$ cat src/design/mandelbrot_escape_colour_core_defines.svh
// ----------------------------------------------------------------------------
// Mandelbrot escape core assertion macros
// Shared concurrent assertion forms, clocked on clk, disabled in reset.
// ----------------------------------------------------------------------------
`ifndef MANDELBROT_ESCAPE_COLOUR_CORE_DEFINES_SVH
`define MANDELBROT_ESCAPE_COLOUR_CORE_DEFINES_SVH

// same-cycle implication
`define MEC_ASSERT_IMP(lbl, ante, cons) \
  lbl: assert property (@(posedge clk) disable iff (!rst_n) (ante) |-> (cons)) \
    else $error("mec assertion failed: same-cycle implication");

// next-cycle implication
`define MEC_ASSERT_NXT(lbl, ante, cons) \
  lbl: assert property (@(posedge clk) disable iff (!rst_n) (ante) |=> (cons)) \
    else $error("mec assertion failed: next-cycle implication");

`endif

$ cat src/design/mec_pkg.sv
// ----------------------------------------------------------------------------
// mec_pkg
// Types, constants and helpers for the Mandelbrot escape-time core.
// ----------------------------------------------------------------------------
`default_nettype none

package mec_pkg;

  localparam int COORD_BITS_DEF = 12;

  // iteration cap, applied on top of the programmed limit
  localparam int             MAX_ITERATIONS = 1023;
  localparam logic [9:0]     LIMIT_CAP      = 10'(MAX_ITERATIONS);

  // Q4.28 fraction bits
  localparam int Q_FRAC = 28;

  // register indexes on the config port
  localparam logic [1:0] CFG_STEP_SIZE  = 2'd0;
  localparam logic [1:0] CFG_RADIUS_SQ  = 2'd1;
  localparam logic [1:0] CFG_ITER_LIMIT = 2'd2;

  localparam logic [28:0] STEP_SIZE_RST  = 29'd1342177;
  localparam logic [30:0] RADIUS_SQ_RST  = 31'd1073741824;
  localparam logic [9:0]  ITER_LIMIT_RST = 10'd256;

  // colour constants
  localparam logic [7:0] ALPHA       = 8'hcc;
  localparam logic [7:0] RED_MUL     = 8'd11;
  localparam logic [7:0] GREEN_EVEN  = 8'd10;
  localparam logic [7:0] GREEN_ODD   = 8'd35;
  localparam logic [7:0] BLUE_BASE   = 8'd180;
  localparam logic [7:0] BLUE_ODD    = 8'd120;

  typedef enum logic [3:0] {
    ST_IDLE,
    ST_CX,
    ST_CY,
    ST_INIT,
    ST_SQX,
    ST_SQY,
    ST_TEST,
    ST_UPD,
    ST_DONE
  } state_t;

  typedef enum logic [2:0] {
    MS_NONE,
    MS_CX,
    MS_CY,
    MS_XX,
    MS_YY,
    MS_XY
  } mul_sel_t;

  typedef struct packed {
    logic signed [31:0] a;
    logic signed [31:0] b;
  } mul_op_t;

  // clamp to signed 32-bit Q4.28
  function automatic logic signed [31:0] sat32(input logic signed [63:0] v);
    logic signed [31:0] r;
    if (!v[63] && (|v[62:31])) begin
      r = 32'sh7fffffff;
    end else if (v[63] && !(&v[62:31])) begin
      r = 32'sh80000000;
    end else begin
      r = v[31:0];
    end
    return r;
  endfunction

endpackage

`default_nettype wire

$ cat src/design/mandelbrot_escape_colour_core.sv
// ----------------------------------------------------------------------------
// mandelbrot_escape_colour_core: one result word per start, when the limit L is reached (not escaped)
// or when escape is seen at count k; busy drops in the strobe cycle.
// One shared 32x32 multiplier, used three times per iteration, sets the loop of states SQX, SQY, TEST and UPD.
// Synchronous active-low reset idles the sequencer and loads register defaults.
// ----------------------------------------------------------------------------
`default_nettype none

`include "mandelbrot_escape_colour_core_defines.svh"

module mandelbrot_escape_colour_core #(
  parameter int COORD_BITS = mec_pkg::COORD_BITS_DEF
) (
  input  wire logic                  clk,
  input  wire logic                  rst_n,
  // command side
  input  wire logic                  start,
  output logic                       busy,
  input  wire logic [COORD_BITS-1:0] in_pixel_x,
  input  wire logic [COORD_BITS-1:0] in_pixel_y,
  // result side
  output logic                       out_strobe,
  output logic                       out_escaped,
  output logic [9:0]                 out_escape_count,
  output logic [31:0]                out_colour_word,
  // config write
  input  wire logic                  cfg_valid,
  output logic                       cfg_ready,
  input  wire logic [1:0]            cfg_index,
  input  wire logic [31:0]           cfg_data
);

  localparam int EXT_BITS = 32 - COORD_BITS;

  mec_pkg::state_t state_r, state_nxt;

  logic [28:0] step_r;
  logic [30:0] radius_r;
  logic [9:0]  ilim_r;

  logic signed [COORD_BITS-1:0] px_r, py_r;
  logic signed [31:0] cx_r, cy_r, zx_r, zy_r;
  logic [34:0] sqx_r, sqy_r;
  logic [9:0]  count_r, lim_r;
  logic        esc_r;

  logic        strobe_r, escaped_r;
  logic [9:0]  cnt_out_r;
  logic [31:0] colour_r;

  mec_pkg::mul_sel_t  mul_sel;
  mec_pkg::mul_op_t   mul_op;
  logic signed [63:0] prod;

  logic               accept;
  logic [9:0]         lim_eff;
  logic signed [31:0] prod_sat;
  logic [34:0]        sq_now;
  logic               esc_hit;
  logic signed [31:0] nx, ny;
  logic               last_iter;
  logic               parity;
  logic [7:0]         red, green, blue;

  assign cfg_ready = 1'b1;
  assign accept    = start && !busy;
  assign lim_eff   = (ilim_r > mec_pkg::LIMIT_CAP) ? mec_pkg::LIMIT_CAP : ilim_r;

  // config registers
  always_ff @(posedge clk) begin
    if (!rst_n) begin
      step_r   <= mec_pkg::STEP_SIZE_RST;
      radius_r <= mec_pkg::RADIUS_SQ_RST;
      ilim_r   <= mec_pkg::ITER_LIMIT_RST;
    end else if (cfg_valid && cfg_ready) begin
      case (cfg_index)
        mec_pkg::CFG_STEP_SIZE:  step_r   <= cfg_data[28:0];
        mec_pkg::CFG_RADIUS_SQ:  radius_r <= cfg_data[30:0];
        mec_pkg::CFG_ITER_LIMIT: ilim_r   <= cfg_data[9:0];
        default: ;
      endcase
    end
  end

  mec_mul u_mul (
    .clk  (clk),
    .op   (mul_op),
    .prod (prod)
  );

  // datapath terms off the product register
  assign prod_sat  = mec_pkg::sat32(prod);
  assign sq_now    = prod[62:28];
  assign esc_hit   = ({1'b0, sqx_r} + {1'b0, sq_now}) > {5'd0, radius_r};
  assign nx        = mec_pkg::sat32($signed({29'd0, sqx_r}) - $signed({29'd0, sqy_r})
                                    + 64'(cx_r));
  assign ny        = mec_pkg::sat32((prod >>> (mec_pkg::Q_FRAC - 1)) + 64'(cy_r));
  assign last_iter = ({1'b0, count_r} + 11'd1) >= {1'b0, lim_r};

  // next state
  always_comb begin
    state_nxt = state_r;
    case (state_r)
      mec_pkg::ST_IDLE: if (start) state_nxt = mec_pkg::ST_CX;
      mec_pkg::ST_CX:   state_nxt = mec_pkg::ST_CY;
      mec_pkg::ST_CY:   state_nxt = mec_pkg::ST_INIT;
      mec_pkg::ST_INIT: state_nxt = (lim_r == 10'd0) ? mec_pkg::ST_DONE : mec_pkg::ST_SQX;
      mec_pkg::ST_SQX:  state_nxt = mec_pkg::ST_SQY;
      mec_pkg::ST_SQY:  state_nxt = mec_pkg::ST_TEST;
      mec_pkg::ST_TEST: state_nxt = esc_hit ? mec_pkg::ST_DONE : mec_pkg::ST_UPD;
      mec_pkg::ST_UPD:  state_nxt = last_iter ? mec_pkg::ST_DONE : mec_pkg::ST_SQX;
      mec_pkg::ST_DONE: state_nxt = mec_pkg::ST_IDLE;
      default:          state_nxt = mec_pkg::ST_IDLE;
    endcase
  end

  // state outputs
  always_comb begin
    busy    = (state_r != mec_pkg::ST_IDLE);
    mul_sel = mec_pkg::MS_NONE;
    case (state_r)
      mec_pkg::ST_CX:   mul_sel = mec_pkg::MS_CX;
      mec_pkg::ST_CY:   mul_sel = mec_pkg::MS_CY;
      mec_pkg::ST_SQX:  mul_sel = mec_pkg::MS_XX;
      mec_pkg::ST_SQY:  mul_sel = mec_pkg::MS_YY;
      mec_pkg::ST_TEST: mul_sel = mec_pkg::MS_XY;
      default:          mul_sel = mec_pkg::MS_NONE;
    endcase
  end

  // multiplier operand mux
  always_comb begin
    mul_op = '0;
    case (mul_sel)
      mec_pkg::MS_CX: begin
        mul_op.a = {{EXT_BITS{px_r[COORD_BITS-1]}}, px_r};
        mul_op.b = {3'd0, step_r};
      end
      mec_pkg::MS_CY: begin
        mul_op.a = {{EXT_BITS{py_r[COORD_BITS-1]}}, py_r};
        mul_op.b = {3'd0, step_r};
      end
      mec_pkg::MS_XX: begin
        mul_op.a = zx_r;
        mul_op.b = zx_r;
      end
      mec_pkg::MS_YY: begin
        mul_op.a = zy_r;
        mul_op.b = zy_r;
      end
      mec_pkg::MS_XY: begin
        mul_op.a = zx_r;
        mul_op.b = zy_r;
      end
      default: mul_op = '0;
    endcase
  end

  // colour from the final count
  assign parity = count_r[0];
  assign red    = 8'(count_r[7:0] * mec_pkg::RED_MUL);
  assign green  = parity ? mec_pkg::GREEN_ODD : mec_pkg::GREEN_EVEN;
  assign blue   = 8'(mec_pkg::BLUE_BASE - count_r[7:0] - (parity ? mec_pkg::BLUE_ODD : 8'd0));

  // control registers
  always_ff @(posedge clk) begin
    if (!rst_n) begin
      state_r  <= mec_pkg::ST_IDLE;
      count_r  <= '0;
      lim_r    <= '0;
      esc_r    <= 1'b0;
      strobe_r <= 1'b0;
    end else begin
      state_r  <= state_nxt;
      strobe_r <= (state_r == mec_pkg::ST_DONE);
      if (accept) begin
        count_r <= '0;
        lim_r   <= lim_eff;
        esc_r   <= 1'b0;
      end
      if (state_r == mec_pkg::ST_TEST && esc_hit) esc_r <= 1'b1;
      if (state_r == mec_pkg::ST_UPD) count_r <= count_r + 10'd1;
    end
  end

  // payload registers
  always_ff @(posedge clk) begin
    if (accept) begin
      px_r <= in_pixel_x;
      py_r <= in_pixel_y;
    end
    case (state_r)
      mec_pkg::ST_CY: begin
        cx_r <= prod_sat;
        zx_r <= prod_sat;
      end
      mec_pkg::ST_INIT: begin
        cy_r <= prod_sat;
        zy_r <= prod_sat;
      end
      mec_pkg::ST_SQY:  sqx_r <= sq_now;
      mec_pkg::ST_TEST: sqy_r <= sq_now;
      mec_pkg::ST_UPD: begin
        zx_r <= nx;
        zy_r <= ny;
      end
      mec_pkg::ST_DONE: begin
        escaped_r <= esc_r;
        cnt_out_r <= count_r;
        colour_r  <= {mec_pkg::ALPHA, red, green, blue};
      end
      default: ;
    endcase
  end

  assign out_strobe       = strobe_r;
  assign out_escaped      = escaped_r;
  assign out_escape_count = cnt_out_r;
  assign out_colour_word  = colour_r;

  `MEC_ASSERT_NXT(a_start_busy, start && !busy, busy)
  `MEC_ASSERT_IMP(a_strobe_idle, out_strobe, !busy)
  `MEC_ASSERT_IMP(a_count_bound, busy, count_r <= lim_r)
  `MEC_ASSERT_IMP(a_escape_below_limit, out_strobe && out_escaped, out_escape_count < lim_r)

endmodule

`default_nettype wire

$ cat src/design/mec_mul.sv
// ----------------------------------------------------------------------------
// mec_mul
// Shared signed 32x32 multiplier with a registered 64-bit product.
// ----------------------------------------------------------------------------
`default_nettype none

module mec_mul (
  input  wire logic                clk,
  input  wire mec_pkg::mul_op_t    op,
  output logic signed [63:0]       prod
);

  logic signed [63:0] prod_r;

  always_ff @(posedge clk) begin
    prod_r <= $signed(op.a) * $signed(op.b);
  end

  assign prod = prod_r;

endmodule

`default_nettype wire
$ cat config.mk
export PLATFORM = sky130hd
export DESIGN_NAME = mandelbrot_escape_colour_core
export DESIGN_NICKNAME = d
export VERILOG_FILES = /design/src/design/mec_pkg.sv /design/src/design/mandelbrot_escape_colour_core.sv /design/src/design/mec_mul.sv
export VERILOG_INCLUDE_DIRS = /design/src /design/src/design
export SDC_FILE = /design/constraint.sdc
export NUM_CORES = 2
export LEC_CHECK = 0
export BUFFER_PORTS_ARGS = -buffer_cell sky130_fd_sc_hd__buf_2
export CELL_PAD_IN_SITES_DETAIL_PLACEMENT = 1
export CELL_PAD_IN_SITES_GLOBAL_PLACEMENT = 2
export CORE_MARGIN = 10
export CORE_UTILIZATION = 43
export CTS_CLUSTER_SIZE = 12
export DETAILED_ROUTE_END_ITERATION = 16
export PLACE_DENSITY = 0.95
export SYNTH_ARGS = -nofsm -noshare
export SYNTH_HDL_FRONTEND = slang
export SYNTH_SLANG_ARGS = --single-unit
export TNS_END_PERCENT = 100
$ cat constraint.sdc
create_clock -name clk -period 11.9 [get_ports clk]
set_input_delay 2.38 -clock clk [delete_from_list [all_inputs] [get_ports clk]]
set_output_delay 2.38 -clock clk [all_outputs]
set_load 0.01 [all_outputs]
---- After elaboration in Yosys (flattened, before gate mapping) ----
Cells that the tools add are included.
storage, ports and cells
  register bits after elaboration ......... 417
  input bits .............................. 62
  output and inout bits ................... 46
  logic and storage cells ................. 103
operators by class
  add/subtract/negate cells ............... 8
  $mul .................................... 2
  $lt $le $gt $ge ......................... 3
  equality and inequality tests ........... 16
  multiplexer cells ....................... 22
  reductions and logical operators ........ 32
operators with widths
  operator                                             count
  case mux 64 bit (5 select lines)                     1
  two-way mux 32 bit                                   6
  case mux 32 bit (2 select lines)                     2
  AND reduction 32 bit                                 3
  OR reduction 32 bit                                  3
  multiplier 32 x 32 -> 64 bit                         1
  adder 37 x 32 -> 38 bit                              1
  adder 36 x 32 -> 37 bit                              1
  adder 35 x 35 -> 36 bit                              1
  > comparator 36 x 31 -> 1 bit                        1
  subtractor 35 x 35 -> 36 bit                         1
  case mux 4 bit (8 select lines)                      1
  two-way mux 10 bit                                   3
  equality test 4 x 3 -> 1 bit, second input constant  4
  two-way mux 4 bit                                    4
  case mux 3 bit (5 select lines)                      1
  adder 10 x 1 -> 11 bit, second input constant        1
  greater-or-equal comparator 11 x 10 -> 1 bit         1
  adder 10 x 1 -> 10 bit, second input constant        1
  > comparator 10 bit, second input constant           1
  zero test 10 bit                                     1
  equality test 4 x 2 -> 1 bit, second input constant  2
  logical AND 1 bit                                    8
  multiplier 8 x 4 -> 8 bit, second input constant     1
  19 further kinds                                     33

---- Longest topological paths before layout ----
  depth after elaboration ................. 8
  gate-level depth with buffers ........... 37
  gate-level depth less buffers ........... 31

---- Modules after synthesis ----
Synthesis repeated with hierarchy kept, for this count alone.
second synthesis, totals
  cells, all modules ...................... 6368
  area total of the unflattened synthesis .. 60342.9 sq um
modules (own cells, without submodules)
  module                         times used  cells each  area an instance (sq um)  seq. area each (sq um)
  mec_mul                        1           3940        37609.8                   1281.2
  mandelbrot_escape_colour_core  1           2428        22733.1                   9339.0

---- Worst setup path after synthesis ----
No wires, ideal clock.
  kind .................................... reg2reg
  start ................................... register state_r[3]
  end ..................................... register u_mul.prod_r[55], in the netlist u_mul.prod[55]
  library setup time ...................... 0.062 ns
  arrival ................................. 10.086 ns
  data required time ...................... 11.838 ns
  slack ................................... 1.752 ns
  cell stages (with the launch flop) ...... 33
  path buffers ............................ 6
  period minus slack after synthesis ...... 10.148 ns
  cells stage by stage .................... dfxtp_1 -> clkbuf_1 -> nand2b_1 -> clkbuf_1 -> nor2_1 -> clkbuf_1 -> buf_1 -> a221oi_1 -> clkbuf_1 -> nor2_1 -> fa_1 -> fa_1 -> inv_1 -> fa_1 -> fa_1 -> inv_1 -> fa_1 -> fa_1 -> fa_1 -> fa_1 -> ha_1 -> clkbuf_1 -> a21o_1 -> a21o_1 -> a21oi_1 -> nand4b_1 -> or4b_1 -> o22ai_1 -> o41ai_1 -> a41oi_1 -> o21ai_0 -> or4b_1 -> nand3_1
between the ends
  word-level cells in the longest chain between the ends .. 5
  elaborated cells between the ends (all ways) .. 13
  classes of those cells .................. mul (1); eq/ne (10); mux (2)
ends and longest elaborated chain
  what                                                        line                                  text
  start: declaration                                          mandelbrot_escape_colour_core.sv:35   mec_pkg::state_t state_r, state_nxt;
  start signal: assignment                                    mandelbrot_escape_colour_core.sv:168  state_r <= mec_pkg::ST_IDLE;
  start signal: assignment                                    mandelbrot_escape_colour_core.sv:174  state_r <= state_nxt;
  equality test 4 x 3 -> 1 bit, or another cell as far along  mandelbrot_escape_colour_core.sv:121  case (state_r)
  case mux 3 bit (5 select lines) (*)                         mandelbrot_escape_colour_core.sv:121
  equality test 3 bit, or another cell as far along           mandelbrot_escape_colour_core.sv:134  case (mul_sel)
  case mux 64 bit (5 select lines) (*)                        mandelbrot_escape_colour_core.sv:134
  multiplier 32 x 32 -> 64 bit (*)                            mec_mul.sv:16                         prod_r <= $signed(op.a) * $signed(op.b);
  end signal: assignment                                      mec_mul.sv:16
  end: declaration                                            mec_mul.sv:13                         logic signed [63:0] prod_r;
Every way passes the cells marked *; elsewhere a longest branch is shown, timed or not.
A chain may end at the register's enable or synchronous reset.

---- Worst setup path in the final report ----
  start ................................... register state_r[1]
  end ..................................... register u_mul.prod_r[55], in the netlist u_mul.prod[55]
Same word-level chain as after synthesis.

==> impl_metrics.toml <==
[grt]
grt.overflow.total = 0
antenna_found_initial = 7
grt_usage_pct = 26.9
grt_pass1_vias = 52300
grt_max_degree = 94
grt_pass1_wl_mm = 313

[cts]
clockBufferDepth = 3
numCtsBuffers = 43
htree_levels = 2
cts_setup_buffers = 0
ctsResizeCount = 0
clock_latency_ns = 0.61
ctsHoldBuffers = 0
cts_root_buf = "clkbuf_16"
cts_tree = "done"
clk_pin_slew_worst_paths_ns = 0.06
clkSinkCount = 407

[worst_setup_path]
critPathMaxStageDelay_ns = 0.97
crit_type = "reg2reg"
start_kind = "flip-flop"
r2r_cells = 31
r2r_end = "u_mul.prod[55]"
endpoint_kind = "flip-flop"
crit_arrival_ns = 11.76
r2r_slack_ns = 0.68
cpMostUsedCell = "fa_1"
timing.rr.start = "state_r[1]"
cp_max_fo = 19
crit_required_ns = 12.44
slowest_stage = "a221oi_2"

[outcome]
status = "finished clean"

[timing]
fin_setup_tns_ns = 0
tightest_slew_ns = 1.34
post-route-min-period_ns = 11.22
slew_viol_final = 0
period_share_pct = 94.3
rsz0062_at_grt = "false"
fmax_mhz = 89.1
relSlewSlack_pct = 10.9
fin_skew_ns = 0.0331
hold_violations = 0
setup_violations = 0

[synth]
yosys.area_share.simple_pct = 13.7
yosysSeqAreaShare_pct = 18.1
ys_ff_latch = 407
syn_area_sq_mm = 0.0587
synth-edff-count = 247
syn_avg_cell_area_sq_um = 9.31
synth_top_area_share_pct = 37.2
synthXorXnorAreaFrac_pct = 3.03
synthCells = 6307
synth.mux.area_fraction_pct = 0.377
synthAdderAreaFrac_pct = 45.5
synth_compound_area_share_pct = 10.2
ys_async_sr_fraction_pct = 0
synth_top_family_by_area = "adder cells"
yosys.area.top_type = "fa_1"
ys_types = 79
synthTopCellsByArea = "fa_1 37%, edfxtp_1 13%, ha_1 8.3%"
synth_warnings = 0
ys.flop_type = "edfxtp_1"

[pwr]
peakVddDrop_mv = 0.111
total_power_w = 0.00797
p_leak_nw = 29.4
p_per_area_mw_per_mm2 = 126

[final_layout]
syn2layout_area_growth_pct = 7.63
nNetsFinal = 7871
layout_commonest_cell = "inv_1"
final_cell_mix = "1094 x inv_1, 1090 x fa_1, 778 x nand2_1"
drive_above_1_share_pct = 6.38
post-route-util_pct = 46.6

[route]
drcViolationCount = 0
dr.pass1.iters = 6
drt_wl_total_mm = 205
via_per_inst = 5.73
ant_nets = 0
wl_per_cell_um = 25.1
vias = 46700
drtIter0Drc = 3748

[worst_hold_path]
min_to = "out_escaped"
min_path_cells = 0
hp-class = "reg2reg"
worstHoldStart = "esc_r"

[placement]
io_buffers = 92
post-dp-hpwl_mm = 168
place_congestion = 0.952

[die]
start_util_pct = 43.3
row_count = 135
ioPinCount = 108
die_h_um = 389
core-area_sq_mm = 0.135
die-area_sq_mm = 0.152
die_width_um = 389

[flow_run]
maxCapViolations = 0
## cell usage after synthesis, drive strengths merged, types with 36 or more instances
cell    instances
nor2b          43
o21ai         122
ha            389
clkbuf        266
inv          1094
edfxtp        247
and2           37
nor2          755
dfxtp         160
xnor2         147
a21o          133
nand3          52
a21boi         70
and3           41
a22oi          56
nand2b         44
fa           1090
xor2           56
a21oi         259
nand2         778
buf            36
nand4          39
## worst max-delay path by stage
stage,from,to,slack [ns],depth (start not counted)
final,state_r[1],u_mul.prod[55],0.68,31
after global routing,state_r[1],u_mul.prod[57],0.20,35
after CTS,state_r[1],u_mul.prod[57],0.78,32
after detailed placement,state_r[1],u_mul.prod[55],0.85,33
after global placement,state_r[1],u_mul.prod[55],1.08,31
after floorplan,state_r[3],u_mul.prod[55],1.75,32
## critical path, delay by kind of cell, from the launching register on
kind | cells | cell delay, ns
buf+inv | 6 | 1.19
flops | 1 | 0.49
compound gates | 9 | 3.12
simple gates | 7 | 1.83
fa+ha+maj | 9 | 4.49
## layer usage
layer  vias up  track usage, %  wire, um
met5         -               0        38
met4         6            16.0     14500
met3       661            4.95     15100
met2      1886            44.1     95100
met1     24200            33.2     79800
li1      19900               -         -
## per-stage QoR
stage	instance area, sq um	worst slack [ns]	cells	hold slack [ns]
6_report	63200	0.681	8146	0.432
5_1_grt	63200	0.199	8143	0.467
4_1_cts	63200	0.779	8142	0.437
3_5_place_dp	61800	0.850	8066	0.423
3_3_place_gp	61800	1.08	8066	0.416
2_1_floorplan	58700	1.75	6319	0.406
## kinds of logic (layout without fill, tap and decap cells)
| group | Yosys count | after routing |
|---|---|---|
| adder cells (fa/ha/maj) | 1479 | 1479 |
| buffers and inverters | 1397 | 1439 |
| AO/OA/AOI/OAI | 895 | 895 |
| flip-flops | 407 | 407 |
| XOR/XNOR | 203 | 203 |
| other | 2 | 18 |
| AND/OR/NAND/NOR | 1902 | 1902 |
| multiplexers | 22 | 22 |
## sequential cells by signal, indices dropped and copies added, names as in the netlist, 14 cells and up
name,cells
step_r,29
cy_r,32
sqy_r,35
cx_r,32
zy_r,32
u_mul.prod,64
zx_r,32
out_colour_word,14
radius_r,31
sqx_r,35
## cell type report
cell class	count	area, sq um
Sequential cell	407	10600
Inverter	1095	4110
Tap cell	1781	2230
Timing Repair Buffer	268	1820
Multi-Input combinational cell	4515	43000
Antenna cell	4	10.0
Clock inverter	5	28.8
Fill cell	15500	72300
Clock buffer	71	1310
## power by group
| part | internal (W) | switching (W) | leakage (nW) |
|---|---|---|---|
| sequential | 0.00172 | 0.000200 | 3.60 |
| clock | 0.000749 | 0.000608 | 0.662 |
| combinational | 0.00173 | 0.00296 | 25.2 |
| total | 0.00419 | 0.00377 | 29.4 |
Power figures use the tool's default switching activity.
